<file path="src/hw/rtl/q41dp_pkg.sv">
`default_nettype none
// ----------------------------------------------------------------------------
// Q4_1 dot product package
// Shared item type, operand stage records and the single-precision helper
// functions used by the front end and the execution unit.
// ----------------------------------------------------------------------------
package q41dp_pkg;

    // Default depth of the queue between the front end and the execution unit.
    localparam int QUEUE_DEPTH = 2;

    localparam logic [31:0] CANON_NAN = 32'h7FC0_0000;
    localparam logic [31:0] POS_INF   = 32'h7F80_0000;
    localparam logic [7:0]  EXP_MAX   = 8'hFF;

    // One classified item, with all operands already widened to single precision.
    typedef struct packed {
        logic [31:0] scale;
        logic [31:0] offset;
        logic [31:0] q_even;
        logic [31:0] q_odd;
        logic [31:0] act_even;
        logic [31:0] act_odd;
        logic        last;
    } item_t;

    // Multiplier record between the product cycle and the rounding cycle.
    typedef struct packed {
        logic               is_nan;
        logic               is_inf;
        logic               is_zero;
        logic               sign;
        logic signed [10:0] exp;
        logic [47:0]        prod;
    } mul_pre_t;

    // Adder record between the align/add cycle and the normalize/round cycle.
    typedef struct packed {
        logic        is_nan;
        logic        is_inf;
        logic        inf_sign;
        logic        zero_sign;
        logic        sign;
        logic [8:0]  exp;
        logic [27:0] sum;
    } add_pre_t;

    // Count of leading zeros in a 48-bit word.
    function automatic logic [5:0] lzc48(input logic [47:0] v);
        logic [5:0] n;
        logic       found;
        n = 6'd48;
        found = 1'b0;
        for (int i = 47; i >= 0; i--) begin
            if (!found && v[i]) begin
                n = 6'(47 - i);
                found = 1'b1;
            end
        end
        return n;
    endfunction

    // Count of leading zeros in a 27-bit word.
    function automatic logic [4:0] lzc27(input logic [26:0] v);
        logic [4:0] n;
        logic       found;
        n = 5'd27;
        found = 1'b0;
        for (int i = 26; i >= 0; i--) begin
            if (!found && v[i]) begin
                n = 5'(26 - i);
                found = 1'b1;
            end
        end
        return n;
    endfunction

    // Exact widening of a half-precision pattern, subnormals included.
    function automatic logic [31:0] half_to_single(input logic [15:0] h);
        logic [4:0]  e;
        logic [9:0]  m;
        logic [3:0]  k;
        logic        found;
        logic [31:0] r;
        logic [10:0] mn;
        e = h[14:10];
        m = h[9:0];
        k = 4'd0;
        found = 1'b0;
        r = {h[15], 31'd0};
        if (e == 5'd0) begin
            if (m != 10'd0) begin
                for (int i = 9; i >= 0; i--) begin
                    if (!found && m[i]) begin
                        k = 4'(10 - i);
                        found = 1'b1;
                    end
                end
                mn = {1'b0, m} << k;
                r = {h[15], 8'(8'd113 - 8'(k)), mn[9:0], 13'd0};
            end
        end else if (e == 5'h1F) begin
            r = {h[15], EXP_MAX, m, 13'd0};
        end else begin
            r = {h[15], 8'(8'(e) + 8'd112), m, 13'd0};
        end
        return r;
    endfunction

    // Small unsigned integer (one nibble) to single precision.
    function automatic logic [31:0] nibble_to_single(input logic [3:0] q);
        logic [1:0]  p;
        logic [26:0] mant;
        logic [31:0] r;
        p = 2'd0;
        for (int i = 0; i < 4; i++) begin
            if (q[i]) begin
                p = 2'(i);
            end
        end
        mant = {q, 23'd0} >> p;
        r = (q == 4'd0) ? 32'd0 : {1'b0, 8'(8'd127 + 8'(p)), mant[22:0]};
        return r;
    endfunction

    // Multiply, first cycle: classify and form the 24x24 mantissa product.
    function automatic mul_pre_t fp_mul_pre(input logic [31:0] a, input logic [31:0] b);
        mul_pre_t    r;
        logic        a_nan, b_nan, a_inf, b_inf, a_zero, b_zero;
        logic [23:0] xa, xb;
        logic [7:0]  ea, eb;
        a_nan  = (a[30:23] == EXP_MAX) && (a[22:0] != 23'd0);
        b_nan  = (b[30:23] == EXP_MAX) && (b[22:0] != 23'd0);
        a_inf  = (a[30:23] == EXP_MAX) && (a[22:0] == 23'd0);
        b_inf  = (b[30:23] == EXP_MAX) && (b[22:0] == 23'd0);
        a_zero = (a[30:0] == 31'd0);
        b_zero = (b[30:0] == 31'd0);
        xa = {a[30:23] != 8'd0, a[22:0]};
        xb = {b[30:23] != 8'd0, b[22:0]};
        ea = (a[30:23] == 8'd0) ? 8'd1 : a[30:23];
        eb = (b[30:23] == 8'd0) ? 8'd1 : b[30:23];
        r.is_nan  = a_nan | b_nan | (a_inf & b_zero) | (b_inf & a_zero);
        r.is_inf  = a_inf | b_inf;
        r.is_zero = a_zero | b_zero;
        r.sign    = a[31] ^ b[31];
        r.exp     = $signed({3'b000, ea}) + $signed({3'b000, eb}) - 11'sd127;
        r.prod    = 48'(xa) * 48'(xb);
        return r;
    endfunction

    // Multiply, second cycle: normalize, denormalize if needed, round to even.
    function automatic logic [31:0] fp_mul_post(input mul_pre_t p);
        logic [5:0]         lz;
        logic [47:0]        n;
        logic [47:0]        mask;
        logic signed [10:0] e;
        logic [5:0]         sh;
        logic               st;
        logic [7:0]         ef;
        logic               inc;
        logic [30:0]        pack;
        logic [31:0]        r;
        lz = lzc48(p.prod);
        n  = p.prod << lz;
        e  = p.exp + 11'sd1 - $signed({5'd0, lz});
        ef = 8'd0;
        if (e < 11'sd1) begin
            sh   = (e < -11'sd46) ? 6'd48 : 6'(11'sd1 - e);
            mask = (48'h1 << sh) - 48'h1;
            st   = |(n & mask);
            n    = n >> sh;
            n[0] = n[0] | st;
        end else begin
            ef = e[7:0];
        end
        inc  = n[23] & ((|n[22:0]) | n[24]);
        pack = {ef, n[46:24]} + 31'(inc);
        if (p.is_nan) begin
            r = CANON_NAN;
        end else if (p.is_inf) begin
            r = {p.sign, POS_INF[30:0]};
        end else if (p.is_zero) begin
            r = {p.sign, 31'd0};
        end else if (e > 11'sd254) begin
            r = {p.sign, POS_INF[30:0]};
        end else begin
            r = {p.sign, pack};
        end
        return r;
    endfunction

    // Add, first cycle: order by magnitude, align the smaller, add or subtract.
    function automatic add_pre_t fp_add_pre(input logic [31:0] a, input logic [31:0] b);
        add_pre_t    r;
        logic        a_nan, b_nan, a_inf, b_inf;
        logic [31:0] big, sml;
        logic [7:0]  eb, es, d;
        logic [4:0]  dc;
        logic [26:0] mb, ms, al, mask;
        logic        st;
        a_nan = (a[30:23] == EXP_MAX) && (a[22:0] != 23'd0);
        b_nan = (b[30:23] == EXP_MAX) && (b[22:0] != 23'd0);
        a_inf = (a[30:23] == EXP_MAX) && (a[22:0] == 23'd0);
        b_inf = (b[30:23] == EXP_MAX) && (b[22:0] == 23'd0);
        if (b[30:0] > a[30:0]) begin
            big = b;
            sml = a;
        end else begin
            big = a;
            sml = b;
        end
        eb = (big[30:23] == 8'd0) ? 8'd1 : big[30:23];
        es = (sml[30:23] == 8'd0) ? 8'd1 : sml[30:23];
        mb = {big[30:23] != 8'd0, big[22:0], 3'b000};
        ms = {sml[30:23] != 8'd0, sml[22:0], 3'b000};
        d  = eb - es;
        dc = (d > 8'd27) ? 5'd27 : d[4:0];
        mask = (27'h1 << dc) - 27'h1;
        st = |(ms & mask);
        al = ms >> dc;
        al[0] = al[0] | st;
        r.is_nan    = a_nan | b_nan | (a_inf & b_inf & (a[31] != b[31]));
        r.is_inf    = a_inf | b_inf;
        r.inf_sign  = a_inf ? a[31] : b[31];
        r.zero_sign = a[31] & b[31];
        r.sign      = big[31];
        r.exp       = {1'b0, eb};
        if (a[31] == b[31]) begin
            r.sum = {1'b0, mb} + {1'b0, al};
        end else begin
            r.sum = {1'b0, mb} - {1'b0, al};
        end
        return r;
    endfunction

    // Add, second cycle: normalize, round to even, handle specials.
    function automatic logic [31:0] fp_add_post(input add_pre_t p);
        logic [26:0] s;
        logic [8:0]  e;
        logic [4:0]  lz;
        logic [8:0]  lim;
        logic [4:0]  sh;
        logic [7:0]  ef;
        logic        inc;
        logic [30:0] pack;
        logic [31:0] r;
        lz  = lzc27(p.sum[26:0]);
        lim = p.exp - 9'd1;
        if (p.sum[27]) begin
            s    = p.sum[27:1];
            s[0] = s[0] | p.sum[0];
            e    = p.exp + 9'd1;
        end else begin
            sh = (9'(lz) < lim) ? lz : lim[4:0];
            s  = p.sum[26:0] << sh;
            e  = p.exp - 9'(sh);
        end
        ef   = s[26] ? e[7:0] : 8'd0;
        inc  = s[2] & (s[1] | s[0] | s[3]);
        pack = {ef, s[25:3]} + 31'(inc);
        if (p.is_nan) begin
            r = CANON_NAN;
        end else if (p.is_inf) begin
            r = {p.inf_sign, POS_INF[30:0]};
        end else if (p.sum == 28'd0) begin
            r = {p.zero_sign, 31'd0};
        end else if (e > 9'd254) begin
            r = {p.sign, POS_INF[30:0]};
        end else begin
            r = {p.sign, pack};
        end
        return r;
    endfunction

endpackage
`default_nettype wire

</file>
<file path="src/hw/rtl/q41dp_front.sv">
`default_nettype none
// ----------------------------------------------------------------------------
// Q4_1 dot product front end
// Accepts input items, splits the weight byte and widens the weights, scale
// and offset to single precision before the item is queued for execution.
// ----------------------------------------------------------------------------
module q41dp_front (
    input  wire logic               in_valid,
    output logic                    in_stall,
    input  wire logic [7:0]         packed_weights,
    input  wire logic [15:0]        scale_half,
    input  wire logic [15:0]        offset_half,
    input  wire logic [31:0]        act_even,
    input  wire logic [31:0]        act_odd,
    input  wire logic               row_last,
    input  wire logic               queue_full,
    output logic                    push,
    output q41dp_pkg::item_t        push_item
);
    import q41dp_pkg::*;

    // The front end holds off only while the queue has no free entry.
    assign in_stall = queue_full;
    assign push     = in_valid && !queue_full;

    // Classify the item into single-precision operands.
    always_comb
    begin
        push_item.scale    = half_to_single(scale_half);
        push_item.offset   = half_to_single(offset_half);
        push_item.q_even   = nibble_to_single(packed_weights[3:0]);
        push_item.q_odd    = nibble_to_single(packed_weights[7:4]);
        push_item.act_even = act_even;
        push_item.act_odd  = act_odd;
        push_item.last     = row_last;
    end

endmodule
`default_nettype wire

</file>
<file path="src/hw/rtl/q41dp_fifo.sv">
`default_nettype none
// ----------------------------------------------------------------------------
// Q4_1 dot product item queue
// Small first-in first-out queue that decouples the front end from the
// execution unit.
// ----------------------------------------------------------------------------
module q41dp_fifo #(
    parameter int DEPTH = q41dp_pkg::QUEUE_DEPTH
) (
    input  wire logic               clk,
    input  wire logic               rst_n,
    input  wire logic               push,
    input  wire q41dp_pkg::item_t   push_item,
    output logic                    full,
    input  wire logic               pop,
    output q41dp_pkg::item_t        pop_item,
    output logic                    not_empty
);
    import q41dp_pkg::*;

    localparam int PW = (DEPTH > 1) ? $clog2(DEPTH) : 1;
    localparam int CW = $clog2(DEPTH + 1);

    item_t           mem_reg [DEPTH];
    logic [PW-1:0]   wr_ptr_reg, wr_ptr_next;
    logic [PW-1:0]   rd_ptr_reg, rd_ptr_next;
    logic [CW-1:0]   count_reg, count_next;

    function automatic logic [PW-1:0] ptr_inc(input logic [PW-1:0] ptr);
        return (ptr == PW'(DEPTH - 1)) ? '0 : ptr + PW'(1);
    endfunction

    assign full      = (count_reg == CW'(DEPTH));
    assign not_empty = (count_reg != '0);
    assign pop_item  = mem_reg[rd_ptr_reg];

    // Pointer and fill count updates.
    always_comb
    begin
        wr_ptr_next = push ? ptr_inc(wr_ptr_reg) : wr_ptr_reg;
        rd_ptr_next = pop ? ptr_inc(rd_ptr_reg) : rd_ptr_reg;
        count_next  = count_reg + CW'(push) - CW'(pop);
    end

    always_ff @(posedge clk or negedge rst_n)
    begin
        if (!rst_n)
        begin
            wr_ptr_reg <= '0;
            rd_ptr_reg <= '0;
            count_reg  <= '0;
        end
        else
        begin
            wr_ptr_reg <= wr_ptr_next;
            rd_ptr_reg <= rd_ptr_next;
            count_reg  <= count_next;
        end
    end

    // Entry storage.
    always_ff @(posedge clk)
    begin
        if (push)
        begin
            mem_reg[wr_ptr_reg] <= push_item;
        end
    end

endmodule
`default_nettype wire

</file>
<file path="src/hw/rtl/q41dp_exec.sv">
`default_nettype none
// ----------------------------------------------------------------------------
// Q4_1 dot product execution unit
// Runs the eight floating-point operations of one item through a shared
// multiplier and a shared adder, keeps the row accumulator and holds the
// finished row sum in an output register.
// ----------------------------------------------------------------------------
module q41dp_exec (
    input  wire logic               clk,
    input  wire logic               rst_n,
    input  wire logic               item_valid,
    input  wire q41dp_pkg::item_t   item_in,
    output logic                    pop,
    output logic                    out_valid,
    input  wire logic               out_stall,
    output logic [31:0]             row_sum
);
    import q41dp_pkg::*;

    // Operation steps: multiplies at steps 0, 1, 4, 5; adds at the others.
    localparam logic [2:0] LAST_STEP = 3'd7;

    typedef enum logic [1:0] {
        ST_IDLE,
        ST_ISSUE,
        ST_FINISH
    } state_t;

    state_t      state_reg, state_next;
    logic [2:0]  step_reg, step_next;
    logic [31:0] acc_reg, acc_next;
    logic        out_valid_reg, out_valid_next;
    logic [31:0] row_sum_reg, row_sum_next;

    item_t       item_reg;
    logic [31:0] t0_reg, t1_reg;
    mul_pre_t    mul_pre_reg;
    add_pre_t    add_pre_reg;

    logic [31:0] op_a, op_b;
    logic [31:0] result;
    logic        is_mul;
    logic        out_free;

    assign is_mul    = !step_reg[1];
    assign out_free  = !out_valid_reg || !out_stall;
    assign pop       = (state_reg == ST_IDLE) && item_valid;
    assign out_valid = out_valid_reg;
    assign row_sum   = row_sum_reg;

    // Operand selection for the current step.
    always_comb
    begin
        unique case (step_reg)
            3'd0:    begin op_a = item_reg.scale; op_b = item_reg.q_even;   end
            3'd1:    begin op_a = item_reg.scale; op_b = item_reg.q_odd;    end
            3'd2:    begin op_a = t0_reg;         op_b = item_reg.offset;   end
            3'd3:    begin op_a = t1_reg;         op_b = item_reg.offset;   end
            3'd4:    begin op_a = t0_reg;         op_b = item_reg.act_even; end
            3'd5:    begin op_a = t1_reg;         op_b = item_reg.act_odd;  end
            3'd6:    begin op_a = acc_reg;        op_b = t0_reg;            end
            default: begin op_a = acc_reg;        op_b = t1_reg;            end
        endcase
    end

    // Rounding stage of whichever unit the step uses, fed from its registered record.
    assign result = is_mul ? fp_mul_post(mul_pre_reg) : fp_add_post(add_pre_reg);

    // Sequencer, accumulator and output register.
    always_comb
    begin
        state_next     = state_reg;
        step_next      = step_reg;
        acc_next       = acc_reg;
        out_valid_next = out_valid_reg && out_stall;
        row_sum_next   = row_sum_reg;
        unique case (state_reg)
            ST_IDLE:
            begin
                if (item_valid)
                begin
                    step_next  = 3'd0;
                    state_next = ST_ISSUE;
                end
            end
            ST_ISSUE:
            begin
                state_next = ST_FINISH;
            end
            ST_FINISH:
            begin
                if (step_reg != LAST_STEP)
                begin
                    if (step_reg[2:1] == 2'b11)
                    begin
                        acc_next = result;
                    end
                    step_next  = step_reg + 3'd1;
                    state_next = ST_ISSUE;
                end
                else if (!item_reg.last)
                begin
                    acc_next   = result;
                    state_next = ST_IDLE;
                end
                else if (out_free)
                begin
                    // Row done: hand the sum out and restart from +0.0.
                    row_sum_next   = result;
                    out_valid_next = 1'b1;
                    acc_next       = 32'd0;
                    state_next     = ST_IDLE;
                end
            end
            default:
            begin
                state_next = ST_IDLE;
            end
        endcase
    end

    always_ff @(posedge clk or negedge rst_n)
    begin
        if (!rst_n)
        begin
            state_reg     <= ST_IDLE;
            step_reg      <= 3'd0;
            acc_reg       <= 32'd0;
            out_valid_reg <= 1'b0;
            row_sum_reg   <= 32'd0;
        end
        else
        begin
            state_reg     <= state_next;
            step_reg      <= step_next;
            acc_reg       <= acc_next;
            out_valid_reg <= out_valid_next;
            row_sum_reg   <= row_sum_next;
        end
    end

    // Datapath registers: item operands, temporaries and unit stage records.
    always_ff @(posedge clk)
    begin
        if (pop)
        begin
            item_reg <= item_in;
        end
        if (state_reg == ST_ISSUE)
        begin
            mul_pre_reg <= fp_mul_pre(op_a, op_b);
            add_pre_reg <= fp_add_pre(op_a, op_b);
        end
        if (state_reg == ST_FINISH && step_reg[2:1] != 2'b11)
        begin
            if (step_reg[0])
            begin
                t1_reg <= result;
            end
            else
            begin
                t0_reg <= result;
            end
        end
    end

endmodule
`default_nettype wire

</file>
<file path="src/hw/rtl/q4_1_dequant_dot_product.sv">
`default_nettype none
// ----------------------------------------------------------------------------
// Q4_1 dequantizing dot product
// Accumulates one row of packed 4-bit weights against single-precision
// activations and emits the row sum on the last item of the row.
// ----------------------------------------------------------------------------
// Each item carries one weight byte, its block scale and minimum in half
// precision and two single-precision activations. The front end widens the
// operands and places the item in a small queue, so the input keeps accepting
// while the queue has a free entry. The execution unit performs eight
// separately rounded IEEE single-precision operations per item (two
// dequantizing multiplies and adds, two activation multiplies, two accumulator
// adds) on one shared multiplier and one shared adder, each operation issued
// and then finished in turn; an item is taken from the queue only while the
// execution unit is idle, so it finishes the whole chain before the next. A
// row sum is registered into the output register as the last item finishes
// and waits there until taken; the accumulator then restarts from +0.0. NaN
// results are always the quiet NaN 0x7FC00000, and subnormals are kept.
// ----------------------------------------------------------------------------
module q4_1_dequant_dot_product #(
    parameter int QUEUE_DEPTH = q41dp_pkg::QUEUE_DEPTH
) (
    input  wire logic        clk,
    input  wire logic        rst_n,
    input  wire logic        in_valid,
    output logic             in_stall,
    input  wire logic [7:0]  packed_weights,
    input  wire logic [15:0] scale_half,
    input  wire logic [15:0] offset_half,
    input  wire logic [31:0] act_even,
    input  wire logic [31:0] act_odd,
    input  wire logic        row_last,
    output logic             out_valid,
    input  wire logic        out_stall,
    output logic [31:0]      row_sum
);
    import q41dp_pkg::*;

    logic  push;
    logic  pop;
    logic  queue_full;
    logic  queue_not_empty;
    item_t push_item;
    item_t pop_item;

    // Item classification.
    q41dp_front u_front (
        .in_valid       (in_valid),
        .in_stall       (in_stall),
        .packed_weights (packed_weights),
        .scale_half     (scale_half),
        .offset_half    (offset_half),
        .act_even       (act_even),
        .act_odd        (act_odd),
        .row_last       (row_last),
        .queue_full     (queue_full),
        .push           (push),
        .push_item      (push_item)
    );

    // Queue between front end and execution.
    q41dp_fifo #(
        .DEPTH (QUEUE_DEPTH)
    ) u_fifo (
        .clk       (clk),
        .rst_n     (rst_n),
        .push      (push),
        .push_item (push_item),
        .full      (queue_full),
        .pop       (pop),
        .pop_item  (pop_item),
        .not_empty (queue_not_empty)
    );

    // Floating-point execution and accumulation.
    q41dp_exec u_exec (
        .clk        (clk),
        .rst_n      (rst_n),
        .item_valid (queue_not_empty),
        .item_in    (pop_item),
        .pop        (pop),
        .out_valid  (out_valid),
        .out_stall  (out_stall),
        .row_sum    (row_sum)
    );

endmodule
`default_nettype wire

</file>
<file path="config.mk">
export PLATFORM = sky130hd
export DESIGN_NAME = q4_1_dequant_dot_product
export DESIGN_NICKNAME = d
export VERILOG_FILES = /design/src/hw/rtl/q41dp_pkg.sv /design/src/hw/rtl/q41dp_front.sv /design/src/hw/rtl/q41dp_fifo.sv /design/src/hw/rtl/q41dp_exec.sv /design/src/hw/rtl/q4_1_dequant_dot_product.sv
export SDC_FILE = /design/constraint.sdc
export NUM_CORES = 2
export LEC_CHECK = 0
export BUFFER_PORTS_ARGS = -buffer_cell sky130_fd_sc_hd__buf_2
export CAP_MARGIN = 20
export CELL_PAD_IN_SITES_DETAIL_PLACEMENT = 1
export CELL_PAD_IN_SITES_GLOBAL_PLACEMENT = 1
export CORE_UTILIZATION = 39
export DETAILED_ROUTE_END_ITERATION = 6
export PLACE_DENSITY = 0.69
export SLEW_MARGIN = 20
export SYNTH_ARGS = -nofsm -noshare
export SYNTH_HDL_FRONTEND = slang
export SYNTH_HIERARCHICAL = 1
export SYNTH_SLANG_ARGS = --single-unit
export TNS_END_PERCENT = 30
</file>
<file path="constraint.sdc">
create_clock -name clk -period 35.3 [get_ports clk]
set_input_delay 3.53 -clock clk [delete_from_list [all_inputs] [get_ports clk]]
set_output_delay 3.53 -clock clk [all_outputs]
set_load 0.005 [all_outputs]
</file>
==> summary.md <==
| Metric | Value |
|---|---|
| PortBufs | approximately 140 |
| Most frequent cell after synthesis | nand2_1 |
| Period minus WS final | roughly 16000 ps |
| CP top delay family | compound AO/OA/AOI/OAI gates |
| Mapped cell area | slightly above 70000 um2 |
| Synth top area share | approximately 31% |
| Ys flop type | edfxtp_1 |
| First-pass DRT Iterations | 7 |
| Place WS | 20010 ps |
| Clock Sinks | slightly above 800 |
| Tot GR Track Use | 29.2% |
| Final setup viols | 0 |
| Final WL | roughly 280 mm |
| Max reg flops | between 300 and 400 |
| Vias per inst | about 6 |
| Fin. Hold Viols | 0 |
| Max-cap violations | 0 |
| Synth cell count leaders | nand2_1, edfxtp_1, inv_1, nor2_1, fa_1 |
| CP Buf/Inv Count | 8 |
| Gr ovfl total | 0 |
| Chip Width | roughly 430 um |
| Max H-tree Level | 3 |
| Row cnt | between 150 and 200 |
| Hold/Removal Path Class | reg2reg |
| WL/cell | 28.3 um |
| Nets | 8255 |
| RSZ-0062 raised after global routing | no |
| Least-Margin Pin Slew | around 1300 ps |
| Post-synth EDFFs | approximately 750 |
| Critical path's slowest cell | or4_2 |
| Period utilization | between 40% and 50% |
| GP Congestion | between 0.9 and 1 |
| DR iter-0 viols | around 5500 |
| Post-Route Skew | approximately 80 ps |
| Die H | 434 um |
| Critical path arrival | roughly 16000 ps |
| Worst skew pair latency | ~740 ps |
| CP startpoint kind | register |
| Most used cell, CP | a21oi_1 |
| WP data required | roughly 36000 ps |
| First-pass GRT wire length | between 400 and 500 mm |
| Layout cell share with drive strength beyond 1 | around 12% |
| Critical Path Sink Type | register |
| TritonCTS Buffers | 86 |
| IO Pins | around 140 |
| PnR worst setup slack | 19680 ps |
| Residual DRC | 0 |
| CTS Buffer Depth | 3 |
| ANT nets after route | 0 |
| Initial core utilization | about two fifths |
| Full die area | 188000 um2 |
| Clock Pin Slew Worst Setup and Hold Paths | roughly 60 ps |
| Post-synthesis cell count | approximately 7400 |
| Vias | 59300 |
| TritonCTS clock tree | done |
| Status | finished, final reports clean |
| Number of hold buffers added after cts | 0 |
| Initial antenna violation count | 6 |
| Slew headroom | a little under an eighth |
| Slowest stage delay, CP | roughly 830 ps |
| Post-synth top area cell | edfxtp_1 |
| Kind of critical path | reg2reg |
| Post-CTS Resized | 0 |
| Final setup TNS | 0 ps |
| Synth-to-Final Area Change | 7.63% |
| Synthesized area per cell | between 9 and 10 um2 |
| Max Slew Vio Count | 0 |
| Synth area leaders | edfxtp_1, fa_1, ha_1 |
| Largest net degree at the start of global routing | 140 |
| Critical path fanouts, max | 43 |
| Placed wire-length estimate | ~210 mm |
| Seq cells post-synth | 819 |
| Vias in the first global route | approximately 61000 |
| CORE AREA | between 150000 and 200000 um2 |
| Asr flop ratio synth | under 10% |
| Synth unique cells | 129 |
| Post-CTS Setup Inserts | 0 |
| Yosys warns | 6 |
| Max Fclk | approximately 64 MHz |
| CTS Root Cell | clkbuf_16 |
| Register area share after synthesis | 33.3% |
[metrics by stage]
step / hold slack, ps / utilization [%] / area (um2) / std cells
floorplan: 449 / - / 72900 / 7481
global placement: 461 / 40.7 / 75400 / 9703
detailed placement: 474 / 40.7 / 75400 / 9704
CTS: 487 / 42.2 / 78200 / 9861
global route: 500 / 42.2 / 78200 / 9861
finish: 479 / 42.2 / 78200 / 9865
[cell families after synthesis]
| family | Yosys count | synth area share [%] |
|---|---|---|
| buf+inv | 1284 | 7.82 |
| other cells | 1 | 0.00516 |
| xor+xnor | 153 | 1.86 |
| flops | 819 | 33.3 |
| mux | 493 | 8.43 |
| compound gates | 1573 | 14.9 |
| simple gates | 2256 | 14.3 |
| fa+ha+maj | 835 | 19.4 |
[path summary, 6_finish.rpt]
| kind | from | to | slack (ps) | cells after the start |
|---|---|---|---|---|
| max | u_exec/step_reg[1]$_DFFE_PN0P_ | u_exec/add_pre_reg[26]$_DFFE_PN_ | 19680 | 56 |
| min | u_exec/row_sum[4]$_DFFE_PN0P_ | u_exec/row_sum[4]$_DFFE_PN0P_ | 480 | 2 |
| max reg2reg | u_exec/step_reg[1]$_DFFE_PN0P_ | u_exec/add_pre_reg[26]$_DFFE_PN_ | 19680 | 56 |
| min reg2reg | u_exec/row_sum[4]$_DFFE_PN0P_ | u_exec/row_sum[4]$_DFFE_PN0P_ | 480 | 2 |
| max in group asynchronous | rst_n | u_exec/acc_reg[4]$_DFFE_PN0P_ | 31830 | 1 |
| min in group asynchronous | rst_n | u_fifo/rd_ptr_reg$_DFFE_PN0P_ | 2840 | 1 |
[cell type report]
cell class | instances | area (um2)
fill | 20800 | 107000
multi-input combinational | 5378 | 43300
sequential | 819 | 24200
tap | 2480 | 3100
inverter | 717 | 2700
clock buffer | 106 | 2250
timing repair buffer | 310 | 2020
clock inverter | 51 | 569
antenna | 4 | 10.0
[placed cells by master (no fill, tap or decap), types with 36 or more instances in the layout]
master       n
nand2b_1    51
buf_4      165
nor2_1     534
nand2_1    944
o21bai_1    43
edfxtp_1   745
or3_1       36
ha_1       345
nor3_1     158
nand4_1     58
o22ai_1     74
o21a_1      49
nand3_1    134
a31oi_1     74
xnor2_1    100
nor2b_1     39
a22oi_1    105
mux2_2     124
fa_1       487
mux2i_1    185
o211ai_1    51
a222oi_1    41
xor2_1      51
conb_1      68
inv_1      693
mux2_4     161
nor4_1      66
a21o_1      52
buf_2      141
a211oi_1    74
and2_1      62
a21oi_1    337
dfrtp_1     72
clkbuf_16   86
o21ai_0    255
[worst reg2reg max path, delay by kind of cell (launching register included)]
kind | cells | cell delay (ps)
AOI/OAI and AO/OA | 26 | 5460
and+or+nand+nor | 13 | 3950
buffers and inverters | 8 | 2440
adders and majority gates | 5 | 1660
xor gates and xnor gates | 2 | 920
DFF | 1 | 670
muxes | 2 | 280
[routing by layer]
metal	vias to the layer above	GRT usage (%)	wire length, um
met1	30500	38.0	117000
li1	26000	-	-
met4	6	12.5	13000
met5	-	0	41
met2	2298	47.8	130000
met3	574	4.84	19000
Power is left out: the tool's default activity adds up to more than one toggle a clock period on the data nets, which glitch-free logic cannot reach.
